===== src/color_blob_centroid_tracker_macros.svh =====
// ----------------------------------------------------------------------------
// Assertion macros for the color blob centroid tracker
// Concurrent checks that compile away when NO_ASSERTIONS is defined.
// ----------------------------------------------------------------------------
`ifndef COLOR_BLOB_CENTROID_TRACKER_MACROS_SVH
`define COLOR_BLOB_CENTROID_TRACKER_MACROS_SVH

`ifndef NO_ASSERTIONS

// cond must never hold outside reset
`define CBCT_ASSERT_NEVER(lbl, clk, rst_n, cond) \
	lbl: assert property (@(posedge clk) disable iff (!rst_n) !(cond)) \
		else $error("cbct: forbidden condition seen");

// ante implies cons in the same cycle
`define CBCT_ASSERT_IMP(lbl, clk, rst_n, ante, cons) \
	lbl: assert property (@(posedge clk) disable iff (!rst_n) (ante) |-> (cons)) \
		else $error("cbct: implication failed");

// ante implies cons in the next cycle
`define CBCT_ASSERT_NXT(lbl, clk, rst_n, ante, cons) \
	lbl: assert property (@(posedge clk) disable iff (!rst_n) (ante) |=> (cons)) \
		else $error("cbct: next-cycle implication failed");

`else

`define CBCT_ASSERT_NEVER(lbl, clk, rst_n, cond)
`define CBCT_ASSERT_IMP(lbl, clk, rst_n, ante, cons)
`define CBCT_ASSERT_NXT(lbl, clk, rst_n, ante, cons)

`endif

`endif


===== src/cbct_pkg.sv =====
// ----------------------------------------------------------------------------
// cbct_pkg
// Shared widths, register codes and types of the color blob centroid tracker.
// ----------------------------------------------------------------------------
package cbct_pkg;

	localparam int XW    = 10;  // column / centroid x
	localparam int YW    = 9;   // row / centroid y
	localparam int CNTW  = 19;  // pixel count
	localparam int SUMW  = 28;  // coordinate sums
	localparam int HW    = 8;   // hue, sat, val
	localparam int ADDRW = 5;
	localparam int DATAW = 32;
	localparam int QDEPTH = 2;  // frame totals queue

	localparam int DEF_FRAME_WIDTH  = 640;
	localparam int DEF_FRAME_HEIGHT = 480;

	localparam logic [CNTW-1:0] COUNT_MAX = '1;

	localparam logic [HW-1:0]   RST_HUE_LOW_A  = 8'd75;
	localparam logic [HW-1:0]   RST_HUE_HIGH_A = 8'd130;
	localparam logic [HW-1:0]   RST_HUE_LOW_B  = 8'd10;
	localparam logic [HW-1:0]   RST_HUE_HIGH_B = 8'd22;
	localparam logic [HW-1:0]   RST_SAT_MIN    = 8'd160;
	localparam logic [HW-1:0]   RST_VAL_MIN    = 8'd60;
	localparam logic [CNTW-1:0] RST_MIN_AREA   = 19'd500;

	typedef enum logic [2:0] {
		REG_HUE_LOW_A  = 3'd0,
		REG_HUE_HIGH_A = 3'd1,
		REG_HUE_LOW_B  = 3'd2,
		REG_HUE_HIGH_B = 3'd3,
		REG_SAT_MIN    = 3'd4,
		REG_VAL_MIN    = 3'd5,
		REG_MIN_AREA   = 3'd6
	} reg_idx_t;

	typedef struct packed {
		logic [HW-1:0]   hue_low_a;
		logic [HW-1:0]   hue_high_a;
		logic [HW-1:0]   hue_low_b;
		logic [HW-1:0]   hue_high_b;
		logic [HW-1:0]   sat_min;
		logic [HW-1:0]   val_min;
		logic [CNTW-1:0] min_area;
	} cfg_t;

	typedef struct packed {
		logic [CNTW-1:0] count;
		logic [SUMW-1:0] sum_x;
		logic [SUMW-1:0] sum_y;
	} class_tot_t;

	typedef struct packed {
		class_tot_t a;
		class_tot_t b;
	} frame_tot_t;

	typedef struct packed {
		logic full;
		logic empty;
	} q_status_t;

	typedef struct packed {
		logic            found;
		logic [XW-1:0]   center_x;
		logic [YW-1:0]   center_y;
		logic [CNTW-1:0] pixels;
	} class_res_t;

endpackage


===== src/color_blob_centroid_tracker.sv =====
// ----------------------------------------------------------------------------
// color_blob_centroid_tracker
// Two-class HSV threshold blob tracker with per-frame centroid by moments.
// ----------------------------------------------------------------------------
// Pixels stream in raster order, one request per clock unless stalled, with
// end_of_line and end_of_frame marks. A pixel matches class a or b when its
// hue lies inside that class's inclusive hue window and sat >= sat_min and
// val >= val_min. Per class the intake keeps a match count and sums of column
// and row; a pixel overflowing the count or a sum is dropped for that class.
// On the end-of-frame pixel the totals go into a two-entry queue and the
// accumulators restart, so the next frame is taken without a gap. The finish
// stage then runs four restoring divisions (x and y for each class) on one
// shared divider, one quotient bit per clock, before the frame's result
// request is offered. A class whose count exceeds min_area gets the new
// centroid; otherwise the last centroid is repeated. pixel stall rises only
// while the queue holds two unfinished frames, which the blanking interval of
// any real video stream avoids.
// Configuration is an APB-style port: registers at byte address 4*index
// (hue_low_a, hue_high_a, hue_low_b, hue_high_b, sat_min, val_min,
// min_area); write only while no frame is in flight.
// ----------------------------------------------------------------------------
`include "color_blob_centroid_tracker_macros.svh"

module color_blob_centroid_tracker #(
	parameter int FRAME_WIDTH  = cbct_pkg::DEF_FRAME_WIDTH,
	parameter int FRAME_HEIGHT = cbct_pkg::DEF_FRAME_HEIGHT
) (
	input  logic                         clk,
	input  logic                         arst_n,
	// configuration port
	input  logic                         psel,
	input  logic                         penable,
	input  logic                         pwrite,
	input  logic [cbct_pkg::ADDRW-1:0]   paddr,
	input  logic [cbct_pkg::DATAW-1:0]   pwdata,
	output logic [cbct_pkg::DATAW-1:0]   prdata,
	output logic                         pready,
	// pixel channel
	input  logic                         pix_valid,
	output logic                         pix_stall,
	input  logic [cbct_pkg::HW-1:0]      hue,
	input  logic [cbct_pkg::HW-1:0]      sat,
	input  logic [cbct_pkg::HW-1:0]      val,
	input  logic                         end_of_line,
	input  logic                         end_of_frame,
	// result channel
	output logic                         res_valid,
	input  logic                         res_stall,
	output logic                         found_a,
	output logic [cbct_pkg::XW-1:0]      center_x_a,
	output logic [cbct_pkg::YW-1:0]      center_y_a,
	output logic [cbct_pkg::CNTW-1:0]    pixels_a,
	output logic                         found_b,
	output logic [cbct_pkg::XW-1:0]      center_x_b,
	output logic [cbct_pkg::YW-1:0]      center_y_b,
	output logic [cbct_pkg::CNTW-1:0]    pixels_b
);

	cbct_pkg::cfg_t        cfg_q;
	cbct_pkg::reg_idx_t    reg_idx;
	logic                  cfg_wr;
	cbct_pkg::q_status_t   q_stat;
	logic                  q_push;
	logic                  q_pop;
	cbct_pkg::frame_tot_t  q_in;
	cbct_pkg::frame_tot_t  q_out;
	cbct_pkg::class_res_t  res_a;
	cbct_pkg::class_res_t  res_b;

	// ---- configuration registers ----
	assign pready  = 1'b1;
	assign cfg_wr  = psel && penable && pwrite;
	assign reg_idx = cbct_pkg::reg_idx_t'(paddr[cbct_pkg::ADDRW-1:2]);

	always_ff @(posedge clk or negedge arst_n) begin
		if (!arst_n) begin
			cfg_q.hue_low_a  <= cbct_pkg::RST_HUE_LOW_A;
			cfg_q.hue_high_a <= cbct_pkg::RST_HUE_HIGH_A;
			cfg_q.hue_low_b  <= cbct_pkg::RST_HUE_LOW_B;
			cfg_q.hue_high_b <= cbct_pkg::RST_HUE_HIGH_B;
			cfg_q.sat_min    <= cbct_pkg::RST_SAT_MIN;
			cfg_q.val_min    <= cbct_pkg::RST_VAL_MIN;
			cfg_q.min_area   <= cbct_pkg::RST_MIN_AREA;
		end else if (cfg_wr) begin
			case (reg_idx)
				cbct_pkg::REG_HUE_LOW_A:  cfg_q.hue_low_a  <= pwdata[cbct_pkg::HW-1:0];
				cbct_pkg::REG_HUE_HIGH_A: cfg_q.hue_high_a <= pwdata[cbct_pkg::HW-1:0];
				cbct_pkg::REG_HUE_LOW_B:  cfg_q.hue_low_b  <= pwdata[cbct_pkg::HW-1:0];
				cbct_pkg::REG_HUE_HIGH_B: cfg_q.hue_high_b <= pwdata[cbct_pkg::HW-1:0];
				cbct_pkg::REG_SAT_MIN:    cfg_q.sat_min    <= pwdata[cbct_pkg::HW-1:0];
				cbct_pkg::REG_VAL_MIN:    cfg_q.val_min    <= pwdata[cbct_pkg::HW-1:0];
				cbct_pkg::REG_MIN_AREA:   cfg_q.min_area   <= pwdata[cbct_pkg::CNTW-1:0];
				default: ;
			endcase
		end
	end

	// readback, unused addresses read as zero
	always_comb begin
		prdata = '0;
		case (reg_idx)
			cbct_pkg::REG_HUE_LOW_A:  prdata = cbct_pkg::DATAW'(cfg_q.hue_low_a);
			cbct_pkg::REG_HUE_HIGH_A: prdata = cbct_pkg::DATAW'(cfg_q.hue_high_a);
			cbct_pkg::REG_HUE_LOW_B:  prdata = cbct_pkg::DATAW'(cfg_q.hue_low_b);
			cbct_pkg::REG_HUE_HIGH_B: prdata = cbct_pkg::DATAW'(cfg_q.hue_high_b);
			cbct_pkg::REG_SAT_MIN:    prdata = cbct_pkg::DATAW'(cfg_q.sat_min);
			cbct_pkg::REG_VAL_MIN:    prdata = cbct_pkg::DATAW'(cfg_q.val_min);
			cbct_pkg::REG_MIN_AREA:   prdata = cbct_pkg::DATAW'(cfg_q.min_area);
			default:                  prdata = '0;
		endcase
	end

	// ---- pixel intake and accumulation ----
	cbct_front #(
		.FRAME_WIDTH  (FRAME_WIDTH),
		.FRAME_HEIGHT (FRAME_HEIGHT)
	) u_front (
		.clk          (clk),
		.arst_n       (arst_n),
		.cfg          (cfg_q),
		.pix_valid    (pix_valid),
		.pix_stall    (pix_stall),
		.hue          (hue),
		.sat          (sat),
		.val          (val),
		.end_of_line  (end_of_line),
		.end_of_frame (end_of_frame),
		.q_full       (q_stat.full),
		.push         (q_push),
		.push_data    (q_in)
	);

	// ---- frame totals queue ----
	cbct_queue u_queue (
		.clk       (clk),
		.arst_n    (arst_n),
		.push      (q_push),
		.push_data (q_in),
		.pop       (q_pop),
		.pop_data  (q_out),
		.status    (q_stat)
	);

	// ---- division and result register ----
	cbct_back u_back (
		.clk       (clk),
		.arst_n    (arst_n),
		.min_area  (cfg_q.min_area),
		.q_empty   (q_stat.empty),
		.pop_data  (q_out),
		.pop       (q_pop),
		.res_valid (res_valid),
		.res_stall (res_stall),
		.res_a     (res_a),
		.res_b     (res_b)
	);

	assign found_a    = res_a.found;
	assign center_x_a = res_a.center_x;
	assign center_y_a = res_a.center_y;
	assign pixels_a   = res_a.pixels;
	assign found_b    = res_b.found;
	assign center_x_b = res_b.center_x;
	assign center_y_b = res_b.center_y;
	assign pixels_b   = res_b.pixels;

	// ---- checks ----
	`CBCT_ASSERT_NEVER(a_q_full_and_empty, clk, arst_n, q_stat.full && q_stat.empty)
	`CBCT_ASSERT_IMP(a_push_not_full, clk, arst_n, q_push, !q_stat.full)
	`CBCT_ASSERT_IMP(a_pop_not_empty, clk, arst_n, q_pop, !q_stat.empty)
	`CBCT_ASSERT_NXT(a_result_spacing, clk, arst_n, res_valid && !res_stall, !res_valid)

endmodule


===== src/cbct_front.sv =====
// ----------------------------------------------------------------------------
// cbct_front
// Pixel intake: classify each pixel, accumulate count and coordinate sums,
// push the frame totals into the queue on the end-of-frame pixel.
// ----------------------------------------------------------------------------
module cbct_front #(
	parameter int FRAME_WIDTH  = cbct_pkg::DEF_FRAME_WIDTH,
	parameter int FRAME_HEIGHT = cbct_pkg::DEF_FRAME_HEIGHT
) (
	input  logic                        clk,
	input  logic                        arst_n,
	input  cbct_pkg::cfg_t              cfg,
	input  logic                        pix_valid,
	output logic                        pix_stall,
	input  logic [cbct_pkg::HW-1:0]     hue,
	input  logic [cbct_pkg::HW-1:0]     sat,
	input  logic [cbct_pkg::HW-1:0]     val,
	input  logic                        end_of_line,
	input  logic                        end_of_frame,
	input  logic                        q_full,
	output logic                        push,
	output cbct_pkg::frame_tot_t        push_data
);

	localparam logic [cbct_pkg::XW-1:0] COL_LAST = cbct_pkg::XW'(FRAME_WIDTH - 1);
	localparam logic [cbct_pkg::YW-1:0] ROW_LAST = cbct_pkg::YW'(FRAME_HEIGHT - 1);

	// add one pixel unless count or either sum would overflow
	function automatic cbct_pkg::class_tot_t acc_next(
		input cbct_pkg::class_tot_t  cur,
		input logic                  hit,
		input logic [cbct_pkg::XW-1:0] x,
		input logic [cbct_pkg::YW-1:0] y
	);
		logic [cbct_pkg::SUMW:0] nx;
		logic [cbct_pkg::SUMW:0] ny;
		cbct_pkg::class_tot_t    r;
		nx = {1'b0, cur.sum_x} + (cbct_pkg::SUMW + 1)'(x);
		ny = {1'b0, cur.sum_y} + (cbct_pkg::SUMW + 1)'(y);
		r  = cur;
		if (hit && cur.count != cbct_pkg::COUNT_MAX && !nx[cbct_pkg::SUMW]
				&& !ny[cbct_pkg::SUMW]) begin
			r.count = cur.count + 1'b1;
			r.sum_x = nx[cbct_pkg::SUMW-1:0];
			r.sum_y = ny[cbct_pkg::SUMW-1:0];
		end
		return r;
	endfunction

	logic [cbct_pkg::XW-1:0] col_q;
	logic [cbct_pkg::YW-1:0] row_q;
	cbct_pkg::frame_tot_t    tot_q;
	cbct_pkg::frame_tot_t    tot_next;
	logic                    sv_ok;
	logic                    hit_a;
	logic                    hit_b;
	logic                    accept;

	assign sv_ok = (sat >= cfg.sat_min) && (val >= cfg.val_min);
	assign hit_a = sv_ok && (hue >= cfg.hue_low_a) && (hue <= cfg.hue_high_a);
	assign hit_b = sv_ok && (hue >= cfg.hue_low_b) && (hue <= cfg.hue_high_b);

	assign tot_next.a = acc_next(tot_q.a, hit_a, col_q, row_q);
	assign tot_next.b = acc_next(tot_q.b, hit_b, col_q, row_q);

	assign pix_stall = q_full;
	assign accept    = pix_valid && !q_full;
	assign push      = accept && end_of_frame;
	assign push_data = tot_next;

	always_ff @(posedge clk or negedge arst_n) begin
		if (!arst_n) begin
			col_q <= '0;
			row_q <= '0;
			tot_q <= '0;
		end else if (accept) begin
			if (end_of_frame) begin
				col_q <= '0;
				row_q <= '0;
				tot_q <= '0;
			end else begin
				tot_q <= tot_next;
				if (end_of_line) begin
					col_q <= '0;
					if (row_q < ROW_LAST) row_q <= row_q + 1'b1;
				end else if (col_q < COL_LAST) begin
					col_q <= col_q + 1'b1;
				end
			end
		end
	end

endmodule


===== src/cbct_queue.sv =====
// ----------------------------------------------------------------------------
// cbct_queue
// Small register queue of frame totals between intake and division.
// ----------------------------------------------------------------------------
module cbct_queue (
	input  logic                   clk,
	input  logic                   arst_n,
	input  logic                   push,
	input  cbct_pkg::frame_tot_t   push_data,
	input  logic                   pop,
	output cbct_pkg::frame_tot_t   pop_data,
	output cbct_pkg::q_status_t    status
);

	localparam int PW = (cbct_pkg::QDEPTH > 1) ? $clog2(cbct_pkg::QDEPTH) : 1;
	localparam int CW = $clog2(cbct_pkg::QDEPTH + 1);
	localparam logic [PW-1:0] PTR_LAST = PW'(cbct_pkg::QDEPTH - 1);
	localparam logic [CW-1:0] CNT_FULL = CW'(cbct_pkg::QDEPTH);

	cbct_pkg::frame_tot_t mem_q [cbct_pkg::QDEPTH];
	logic [PW-1:0] wr_q;
	logic [PW-1:0] rd_q;
	logic [CW-1:0] cnt_q;

	assign status.full  = (cnt_q == CNT_FULL);
	assign status.empty = (cnt_q == '0);
	assign pop_data     = mem_q[rd_q];

	always_ff @(posedge clk) begin
		if (push) mem_q[wr_q] <= push_data;
	end

	always_ff @(posedge clk or negedge arst_n) begin
		if (!arst_n) begin
			wr_q  <= '0;
			rd_q  <= '0;
			cnt_q <= '0;
		end else begin
			if (push) wr_q <= (wr_q == PTR_LAST) ? '0 : wr_q + 1'b1;
			if (pop)  rd_q <= (rd_q == PTR_LAST) ? '0 : rd_q + 1'b1;
			case ({push, pop})
				2'b10:   cnt_q <= cnt_q + 1'b1;
				2'b01:   cnt_q <= cnt_q - 1'b1;
				default: cnt_q <= cnt_q;
			endcase
		end
	end

endmodule


===== src/cbct_back.sv =====
// ----------------------------------------------------------------------------
// cbct_back
// Frame finish: four restoring divisions on one shared divider, centroid
// hold logic and the result register.
// ----------------------------------------------------------------------------
module cbct_back (
	input  logic                       clk,
	input  logic                       arst_n,
	input  logic [cbct_pkg::CNTW-1:0]  min_area,
	input  logic                       q_empty,
	input  cbct_pkg::frame_tot_t       pop_data,
	output logic                       pop,
	output logic                       res_valid,
	input  logic                       res_stall,
	output cbct_pkg::class_res_t       res_a,
	output cbct_pkg::class_res_t       res_b
);

	localparam int XW   = cbct_pkg::XW;
	localparam int YW   = cbct_pkg::YW;
	localparam int SUMW = cbct_pkg::SUMW;
	localparam int TW   = cbct_pkg::CNTW + XW;     // shifted divisor width
	localparam int SW   = $clog2(XW);
	localparam logic [SW-1:0] STEP_FIRST = SW'(XW - 1);

	typedef enum logic [2:0] {
		ST_IDLE = 3'b001,
		ST_DIV  = 3'b010,
		ST_OUT  = 3'b100
	} back_state_t;

	typedef enum logic [1:0] {
		OP_XA = 2'd0,
		OP_YA = 2'd1,
		OP_XB = 2'd2,
		OP_YB = 2'd3
	} op_t;

	back_state_t          state_q;
	op_t                  op_q;
	op_t                  op_nxt;
	cbct_pkg::frame_tot_t work_q;
	logic [SUMW-1:0]      rem_q;
	logic [TW-1:0]        dvs_q;
	logic [XW-1:0]        quo_q;
	logic [SW-1:0]        step_q;
	logic [XW-1:0]        qxa_q;
	logic [XW-1:0]        qya_q;
	logic [XW-1:0]        qxb_q;
	logic [XW-1:0]        held_xa_q;
	logic [YW-1:0]        held_ya_q;
	logic [XW-1:0]        held_xb_q;
	logic [YW-1:0]        held_yb_q;
	cbct_pkg::class_res_t res_a_q;
	cbct_pkg::class_res_t res_b_q;

	logic [TW-1:0]   rem_ext;
	logic            ge;
	logic [XW-1:0]   quo_fin;
	logic [SUMW-1:0] nxt_dividend;
	logic [TW-1:0]   nxt_divisor;
	logic            found_a;
	logic            found_b;
	logic [XW-1:0]   new_xa;
	logic [YW-1:0]   new_ya;
	logic [XW-1:0]   new_xb;
	logic [YW-1:0]   new_yb;

	// one quotient bit a cycle, msb first
	assign rem_ext = TW'(rem_q);
	assign ge      = rem_ext >= dvs_q;
	assign quo_fin = {quo_q[XW-2:0], ge};

	always_comb begin
		op_nxt = OP_XA;
		case (op_q)
			OP_XA:   op_nxt = OP_YA;
			OP_YA:   op_nxt = OP_XB;
			OP_XB:   op_nxt = OP_YB;
			default: op_nxt = OP_XA;
		endcase
	end

	// operands of the division after the current one
	always_comb begin
		nxt_dividend = work_q.a.sum_y;
		nxt_divisor  = TW'(work_q.a.count) << (XW - 1);
		case (op_q)
			OP_XA: begin
				nxt_dividend = work_q.a.sum_y;
				nxt_divisor  = TW'(work_q.a.count) << (XW - 1);
			end
			OP_YA: begin
				nxt_dividend = work_q.b.sum_x;
				nxt_divisor  = TW'(work_q.b.count) << (XW - 1);
			end
			default: begin
				nxt_dividend = work_q.b.sum_y;
				nxt_divisor  = TW'(work_q.b.count) << (XW - 1);
			end
		endcase
	end

	assign found_a = work_q.a.count > min_area;
	assign found_b = work_q.b.count > min_area;
	assign new_xa  = found_a ? qxa_q : held_xa_q;
	assign new_ya  = found_a ? qya_q[YW-1:0] : held_ya_q;
	assign new_xb  = found_b ? qxb_q : held_xb_q;
	assign new_yb  = found_b ? quo_fin[YW-1:0] : held_yb_q;

	assign pop       = (state_q == ST_IDLE) && !q_empty;
	assign res_valid = (state_q == ST_OUT);
	assign res_a     = res_a_q;
	assign res_b     = res_b_q;

	always_ff @(posedge clk) begin
		if (pop) begin
			work_q <= pop_data;
			rem_q  <= pop_data.a.sum_x;
			dvs_q  <= TW'(pop_data.a.count) << (XW - 1);
			quo_q  <= '0;
		end else if (state_q == ST_DIV) begin
			if (step_q == '0) begin
				case (op_q)
					OP_XA:   qxa_q <= quo_fin;
					OP_YA:   qya_q <= quo_fin;
					OP_XB:   qxb_q <= quo_fin;
					default: begin
						res_a_q <= '{found_a, new_xa, new_ya, work_q.a.count};
						res_b_q <= '{found_b, new_xb, new_yb, work_q.b.count};
					end
				endcase
				rem_q <= nxt_dividend;
				dvs_q <= nxt_divisor;
				quo_q <= '0;
			end else begin
				if (ge) rem_q <= SUMW'(rem_ext - dvs_q);
				dvs_q <= dvs_q >> 1;
				quo_q <= quo_fin;
			end
		end
	end

	always_ff @(posedge clk or negedge arst_n) begin
		if (!arst_n) begin
			state_q   <= ST_IDLE;
			op_q      <= OP_XA;
			step_q    <= '0;
			held_xa_q <= '0;
			held_ya_q <= '0;
			held_xb_q <= '0;
			held_yb_q <= '0;
		end else begin
			case (state_q)
				ST_IDLE: begin
					if (pop) begin
						state_q <= ST_DIV;
						op_q    <= OP_XA;
						step_q  <= STEP_FIRST;
					end
				end
				ST_DIV: begin
					if (step_q == '0) begin
						step_q <= STEP_FIRST;
						op_q   <= op_nxt;
						if (op_q == OP_YB) begin
							state_q   <= ST_OUT;
							held_xa_q <= new_xa;
							held_ya_q <= new_ya;
							held_xb_q <= new_xb;
							held_yb_q <= new_yb;
						end
					end else begin
						step_q <= step_q - 1'b1;
					end
				end
				ST_OUT: begin
					if (!res_stall) state_q <= ST_IDLE;
				end
				default: state_q <= ST_IDLE;
			endcase
		end
	end

endmodule


===== config.mk =====
export PLATFORM = sky130hd
export DESIGN_NAME = color_blob_centroid_tracker
export DESIGN_NICKNAME = d
export VERILOG_FILES = /design/src/cbct_pkg.sv /design/src/color_blob_centroid_tracker.sv /design/src/cbct_front.sv /design/src/cbct_queue.sv /design/src/cbct_back.sv
export VERILOG_INCLUDE_DIRS = /design/src /design/src/src
export SDC_FILE = /design/constraint.sdc
export NUM_CORES = 1
export LEC_CHECK = 0
export BUFFER_PORTS_ARGS = -buffer_cell sky130_fd_sc_hd__buf_2
export CORE_MARGIN = 2
export CORE_UTILIZATION = 29
export DETAILED_ROUTE_END_ITERATION = 8
export SLEW_MARGIN = 20
export SYNTH_ARGS = -nofsm -noshare
export SYNTH_HDL_FRONTEND = slang
export SYNTH_SLANG_ARGS = --single-unit
export TNS_END_PERCENT = 5

===== constraint.sdc =====
create_clock -name clk -period 7.5 [get_ports clk]
set_input_delay 1.875 -clock clk [delete_from_list [all_inputs] [get_ports clk]]
set_output_delay 1.875 -clock clk [all_outputs]
set_load 0.02 [all_outputs]

Yosys cells after proc, flatten, opt, wreduce, memory -nomap -nowiden
Memory sizes are Yosys's and may differ from the RTL's.
Index checks and enable logic that the tools add are counted.
W data, S select, Z words.
Word-level totals
  register bits: 581
  bits in writable memories: 300
  input port bits: 70
  output and inout port bits: 113
  logic and storage cells: 187
  memories kept: 1
Memory list
  u_queue.mem_q: words 2, width 150, read ports 1, clocked after Yosys merged registers in 0, write ports 1, line cbct_queue.sv:20  | cbct_pkg::frame_tot_t mem_q [cbct_pkg::QDEPTH];
Operators by class
  add/subtract/negate cells: 14
  $lt $le $gt $ge: 11
  equal/unequal tests: 21
  mux-type cells: 41
  bitwise operators: 2
  reduce and logical (&&, ||, !) cells: 52
Operator list (number)
  $mux W28: 8
  $mux W150: 1
  $mux W75: 2
  $pmux W19 S7: 1
  $add A28 B10 Y29: 2
  $add A28 B9 Y29: 2
  $pmux W28 S2: 1
  $mux W9: 6
  $mux W10: 5
  $add A19 B1 Y19 const B: 2
  $gt A19 B19 Y1: 2
  $ne A19 B19 Y1 const B: 2
  $ge A8 B8 Y1: 4
  $ge A28 B28 Y1: 1
  $sub A28 B28 Y28: 1
  $reduce_and A2 Y1: 10
  $reduce_and A4 Y1: 5
  $le A8 B8 Y1: 2
  $logic_and A1 B1 Y1: 16
  $eq A3 B3 Y1 const B: 4
  $mux W3: 4
  $add A10 B1 Y10 const B: 1
  $lt A10 B10 Y1 const B: 1
  $reduce_bool A2 Y1: 5
  26 further kinds: 53

Logic depth before layout (Yosys ltp)
Gate-level depths: netlist of run 1.
  depth in word-level cells: 9
  gate-level depth with buffers: 16
  mapped depth without buffers: 12

Modules after synthesis
A second synthesis of run 1 with hierarchy kept.
Unflattened totals
  cell total of the unflattened synthesis: 3685
  area, all modules: 44249.9 um2
Modules (own cells, without submodules)
  cbct_back: times used 1, cells each 1180, area each 15341.0 um2, sequential area each 9825.7 um2
  cbct_front: times used 1, cells each 1779, area each 14259.9 um2, sequential area each 4229.1 um2
  cbct_queue: times used 1, cells each 483, area each 11373.4 um2, sequential area each 9108.7 um2
  color_blob_centroid_tracker: times used 1, cells each 243, area each 3275.6 um2, sequential area each 1705.4 um2

Least setup slack after synthesis of run 1
No wires, ideal clock.
  path kind: input to register
  from: input port pix_valid
  to: memory u_queue.mem_q[0][0] (netlist bit), enable pin
  library setup time: 0.662 ns
  arrival: 9.040 ns
  required time: 6.838 ns
  setup slack: -2.202 ns
  cell stages on the path: 6
  buffers on the path: 2
  path through: nand2_1 > clkbuf_1 > clkbuf_1 > nor2_1 > inv_1 > nor2_1
Between the ends
  cells in the longest elaborated chain, start to end: 4
RTL lines
  from (decl): line color_blob_centroid_tracker.sv:39  | input logic pix_valid,
  $logic_and A1 B1 Y1: line cbct_front.sv:67  | assign accept = pix_valid && !q_full;
  $logic_and A1 B1 Y1: line cbct_front.sv:68  | assign push = accept && end_of_frame;
  $mux W1: line cbct_queue.sv:30  | if (push) mem_q[wr_q] <= push_data;
  $mux W1 (implied by the code): line cbct_queue.sv:30
  to (decl): line cbct_queue.sv:20
Every way passes these cells.

Worst setup path in the final report of run 1
  from: input port paddr[3] (netlist bit)
  to: output port prdata[6] (netlist bit)
Between the ends
  cells in the longest elaborated chain, start to end: 2
  elaborated cells between the ends (all ways): 8
  those cells by class: 6 x eq/ne; 1 x mux; 1 x reduce/logical
RTL lines
  from (decl): line color_blob_centroid_tracker.sv:34  | input logic [cbct_pkg::ADDRW-1:0] paddr,
  $eq A3 B3 Y1 (tied with other cells): line color_blob_centroid_tracker.sv:101  | case (reg_idx)
  $pmux W19 S7 (*): line color_blob_centroid_tracker.sv:101
  to (decl): line color_blob_centroid_tracker.sv:36  | output logic [cbct_pkg::DATAW-1:0] prdata,
Every way passes the cells marked *; elsewhere a longest branch is shown, timed or not.

==> run metrics, run 1 <==
Fin Setup TNS 0 ps; Num CTS Buffers 95; Slew Viols, Final 0; Rel. slew slack a little under a quarter; PostCTS Resize Cnt 0; final worst-path cycle share 76.8%; Ports 183; fraction of layout cells with a size suffix above 1 16.6%; CTS root buf clkbuf_16; Setup CP Type in -> out; vias in the first global route 27200; number of H-tree levels 3; Pleak 19.6 nW; gr usage total 13.8%; worst slew pin tran 1140 ps; clk_lat worst skew 660 ps; post-DP HPWL 70900 um; clock slew at reported path FFs 50 ps; die width between 300 and 400 um; Port Buf Inserts 153; via/cell ratio 4.92; hold buffers post-CTS 0; worst path required time roughly 5600 ps; Post-synth EDFFs between 500 and 600; Residual DRC 0; top_reg_cell synth edfxtp_1; vias approximately 28000; maximum root-to-sink buffer count 3; hold wc startpoint u_back.quo_q[8]; number of antenna violations at the first check in global routing 5; die area 150000 sq um; Starting Density between 20% and 30%; gr ovfl total 0; Routed Antenna Nets 0; worst hold path type reg -> reg; PwrDens 341 nW/um^2; highest clock rate 174 MHz; register area 24900 sq um; status finished clean; syn avg cell area 11.9 sq um; max cap viols 0; number of fill cells 14400; utilization after layout 33.4%; Post-CTS Setup Bufs 0; DR iter-0 viols 2095; Worst setup startpoint paddr[3]; crit path time final 5760 ps; crit path capture type output pin; mapped cell area about 43000 sq um; sequential area share after synthesis 58.3%; drt wl/cell 18.5 um; # rows 140; synthesis-stage register bit count 881; # setup viols final 0; first-pass GRT wire length 163000 um; TritonCTS clock tree done; Syn. warnings 0; peak supply drop between 300 and 400 uV; final WL about 110000 um; # clock sinks 881; GP Congestion 0.866; Reg2Reg Launch Point u_front.col_q[0]; Netlist cell types 77; pin count of the biggest net entering global routing 116; synthesized instance count between 3000 and 4000; Initial DRT Pass Iterations 8; Die Y 387 um; Critical Path AT 3890 ps; Final Skew around 24 ps; Final Power 0.0166 W; Core Area 146000 sq um; NumNets Final 3953; area of the multi-input gates 16500 sq um; Fin. Hold Viols 0; RSZ-0062 raised after global routing no; Area Growth Syn to Fin 14.2%; Setup crit start kind input pin; crit-path max FO 29; asr flop ratio synth between 30% and 40%
[report_power, final]
part           internal, W  total, W  switching (W)
Combinational      0.00186   0.00492        0.00306
Sequential         0.00650   0.00709       0.000589
Clock              0.00269   0.00462        0.00193
[flip-flops by register name, indices dropped and copies added, names as in the netlist, 10 cells and up]
register          cells
cfg_q                67
u_back.qxb_q         10
u_front.tot_q       150
u_back.rem_q         28
u_back.dvs_q         28
u_back.res_b         39
u_front.col_q        10
u_back.qxa_q         10
u_back.work_q       122
u_back.res_a         39
u_back.held_xa_q     10
u_queue.mem_q       300
u_back.held_xb_q     10
[cells in the mapped netlist, drive strengths merged, types with 76 or more instances]
library cell | count | area share [%]
edfxtp | 576 | 41
nand2 | 423 | 3.7
dfrtp | 263 | 15
o21ai | 251 | 2.9
mux2 | 217 | 5.7
nor2 | 172 | 1.5
ha | 164 | 4.8
inv | 161 | 1.4
clkbuf | 138 | 1.2
a21oi | 118 | 1.4
mux2i | 115 | 2.7
nand3 | 82 | 0.96
xnor2 | 82 | 1.7
xor2 | 80 | 1.6
nor3 | 76 | 0.90
[worst paths after layout]
check / cells after the start / slack (ps) / end
max in group asynchronous: 2 / 4800 / u_front.tot_q[104]
max reg2reg: 13 / 2410 / u_front.tot_q[41]
min: 0 / 470 / u_back.qxb_q[9]
max: 6 / 1740 / prdata[6]
min reg2reg: 0 / 470 / u_back.qxb_q[9]
min in group asynchronous: 1 / 1230 / u_front.tot_q[50]
[kinds of logic (layout without fill, tap and decap cells)]
kind of cell             count (synthesis)  count (layout)  synth area share [%]
AO/OA/AOI/OAI                          694             694                  10.5
XOR/XNOR                               162             162                  3.33
adder cells (fa/ha/maj)                169             169                  5.05
buffers and inverters                  347             541                  3.23
flip-flops                             881             881                  58.3
multiplexers                           334             334                  8.54
other                                    2              16                0.0176
AND/OR/NAND/NOR                        999             999                  11.0
[worst max-delay path, stage by stage]
cell	delay (ps)
buf_2	520
nor2b_1	610
nand2_1	230
o22a_1	240
o21ai_0	150
buf_2	250
[area by class of cell]
cell class | instances | share of cell area [%]
flip-flops and latches | 881 | 51.1
inverters | 161 | 1.25
clock buffers | 132 | 5.54
diodes | 2 | 0.0103
clock inverters | 45 | 0.791
well taps | 1917 | 4.92
repair buffers | 203 | 2.49
multi-input cells | 2372 | 33.9
[metrics by stage]
| stage | setup slack (ps) | hold slack (ps) | std cells | cell area (sq um) |
|---|---|---|---|---|
| floorplan | 332 | 426 | 3600 | 42700 |
| global placement | 1670 | 457 | 5533 | 45600 |
| detailed placement | 1630 | 456 | 5533 | 45600 |
| CTS | 1820 | 478 | 5710 | 48700 |
| global route | 1660 | 491 | 5712 | 48700 |
| finish | 1740 | 471 | 5713 | 48700 |
[metal layers]
| metal | global-route usage [%] | vias to the layer above | part of all wire [%] |
|---|---|---|---|
| li1 | - | 13400 | - |
| met1 | 18.8 | 13800 | 45 |
| met2 | 22.5 | 691 | 47 |
| met3 | 2.12 | 144 | 5.5 |
| met4 | 4.11 | 4 | 2.4 |
| met5 | 0 | - | 0.024 |
[cell usage in the layout, fill, tap and decap left out, types with 42 or more instances in the layout]
master / count
mux2_2: 217
xor2_1: 80
clkbuf_16: 98
dfrtp_1: 262
mux2i_1: 115
nand2_1: 422
buf_2: 151
ha_1: 163
o21ai_0: 251
inv_1: 159
buf_4: 47
edfxtp_1: 576
nor2_1: 166
and3_1: 47
nand4_1: 43
nor3_1: 73
a22oi_1: 42
nand3_1: 82
a21oi_1: 117
xnor2_1: 82
a22o_1: 49
No activity file was read; power rests on OpenSTA's default activity.
==> inputs of run 2 (changes only) <==
Settings changed: ABC_AREA from default to 1.
Clock period 7.5 ns to 5.68 ns, I/O delays scaled along.
==> run 2 against run 1 <==
Against the previous run: cell area increased by 8.8%; synthesized cell count increased by 52%; worst hold slack got worse by 19 ps; critical path type unchanged; power increased by 37%; sequential share of layout area decreased by 4.1 points; via count increased by 29%; count of clock-buffer cells in the layout decreased by 10; non-clock buffer count decreased by 2; critical endpoint is now prdata[7].
==> run metrics, run 2 <==
top_reg_cell synth edfxtp_1; syn avg cell area 8.54 sq um; final worst-path cycle share 79.9%; max reg flops 300; vias in the first global route 33900; worst slew pin tran 1110 ps; hold buffers post-CTS 0; status finished clean; die area 164000 sq um; gr usage total 15.4%; RSZ-0062 raised after global routing no; Post-synth EDFFs 576; Initial DRT Pass Iterations 5; Syn. warnings 0; CTS root buf clkbuf_16; Placed Instance Area 49800 sq um; Routed Antenna Nets 0; highest clock rate 220 MHz; Starting Density 29.1%; pin count of the biggest net entering global routing 153; worst hold path type reg -> reg; crit path capture type output pin; Ports 183; post-DP HPWL 90100 um; Area Growth Syn to Fin 13.6%; Synth top area share about 37%; R2R setup slack 1220 ps; worst path required time 4260 ps; Residual DRC 0; Critical Path AT 3120 ps; commonest non-fill, non-tap cell in the layout nand2_1; worst hold stages 0; TritonCTS clock tree done; Rel. slew slack 25.8%; # clock sinks approximately 880; Port Buf Inserts 153; placed cells 7637; PostCTS Resize Cnt 0; NumNets Final 5813; clock slew at reported path FFs around 70 ps; critical path's slowest cell a211oi_1; vias 36300; crit path time final about 4500 ps; # rows roughly 150; DR iter-0 viols 3089; commonest cells after routing, fill and taps aside 2069 x nand2_1, 672 x inv_1, 576 x edfxtp_1, 295 x nand3_1, 262 x dfrtp_1; post-synth top area cell edfxtp_1; Pleak 24.6 nW; Final Skew approximately 55 ps; die width 405 um; first-pass GRT wire length 199000 um; Top Registers u_queue.mem_q x300, u_front.tot_q x150, u_back.work_q x122; Slew Viols, Final 0; top post-synthesis cells by area edfxtp_1 37%, nand2_1 17%, dfrtp_1 14%; max cap viols 0; drt wl/cell around 16 um; final instance area about 53000 sq um; Num CTS Buffers between 90 and 100; largest reg by FF count u_queue.mem_q; Die Y 405 um; synthesized instance count approximately 5500; top-count cell post-synth nand2_1; synth cell count leaders 2069 x nand2_1, 673 x inv_1, 576 x edfxtp_1; Crit path largest cell delay 420 ps; crit-path max FO 5; worst reg-to-reg path cell count 13; number of antenna violations at the first check in global routing 0; # setup viols final 0; Fin. Hold Viols 0; final WL roughly 130000 um; Core Area 160000 sq um; PwrDens 429 nW/um^2; synthesis-stage register bit count 881; sequential area share after synthesis 53.3%; mapped cell area 46700 sq um; Setup CP Type in -> out; via/cell ratio 4.65; peak supply drop slightly above 300 uV; fraction of layout cells with a size suffix above 1 8.22%; Post-CTS Setup Bufs 0; gr ovfl total 0; clk_lat worst skew 720 ps; Setup crit start kind input pin; asr flop ratio synth 32.6%; fin cells 7818; GP Congestion 0.923; number of H-tree levels 3; Netlist cell types between 60 and 70; maximum root-to-sink buffer count 3; CP cell instances buf_2 > inv_1 > nor3_1 > buf_4 > inv_1 > o22ai_1 > a211oi_1 > o221ai_1 > buf_2
## run 2: cell count changes in the layout (fill, tap and decap cells not counted), sizes merged, moves of 56 or more
cell / change
mux2: -217
xnor2: -56
inv: +538
nand4: +121
mux2i: -94
nand2: +1679
nor2: +80
nand3: +224
o21ai: -66
## run 2: per-layer routing
layer	track usage (%)	vias up	part of all wire [%]
li1	-	18000	-
met1	21.9	17100	47
met2	24.0	1052	44
met3	2.06	225	5.5
met4	5.48	0	3.5
met5	0	-	0
## run 2: critical path: cells and delay by family
kind / cells / cell delay, ps
buffers and inverters: 5 / 780
AOI/OAI and AO/OA: 3 / 840
and+or+nand+nor: 1 / 60
## run 2: cells by family after synthesis
logic type	Yosys count	share of synthesized area, %
other cells	2	0.0161
xor+xnor	85	1.60
compound gates	435	5.28
buf+inv	889	7.73
fa+ha+maj	169	4.61
mux	21	0.450
simple gates	2981	27.0
flops	881	53.3
## run 2: cell type report
class | instances | area [sq um]
multi-input cells | 3705 | 18300
fillers | 16500 | 107000
clock inverters | 58 | 678
diodes | 1 | 2.50
well taps | 2160 | 2700
clock buffers | 122 | 2570
inverters | 690 | 2600
flip-flops and latches | 881 | 24900
repair buffers | 201 | 1270
## run 2: report_power, final
part / total (W) / internal [W] / switching (W)
sequential: 0.00935 / 0.00866 / 0.000696
clock: 0.00642 / 0.00367 / 0.00275
combinational: 0.00696 / 0.00201 / 0.00495
## run 2: path summary, 6_finish.rpt
kind / to / from
max: prdata[7] / paddr[3]
min: u_back.qxa_q[9] / u_back.quo_q[8]
max reg2reg: u_queue.mem_q[0][77] / u_front.row_q[0]
min reg2reg: u_back.qxa_q[9] / u_back.quo_q[8]
max in group asynchronous: cfg_q[36] / arst_n
min in group asynchronous: cfg_q[33] / arst_n
## run 2: per-stage QoR
step | util, % | hold slack, ps | setup WS (ps) | TNS [ps] | power, W
after global routing | 33.1 | 482 | 1010 | 0 | 0.0241
after global placement | 31.1 | 456 | 1240 | 0 | 0.0163
after CTS | 33.1 | 462 | 1200 | 0 | 0.0229
after floorplan | - | 426 | -547 | -163930 | 0.0139
final | 33.1 | 452 | 1140 | 0 | 0.0227
after detailed placement | 31.1 | 447 | 1230 | 0 | 0.0164
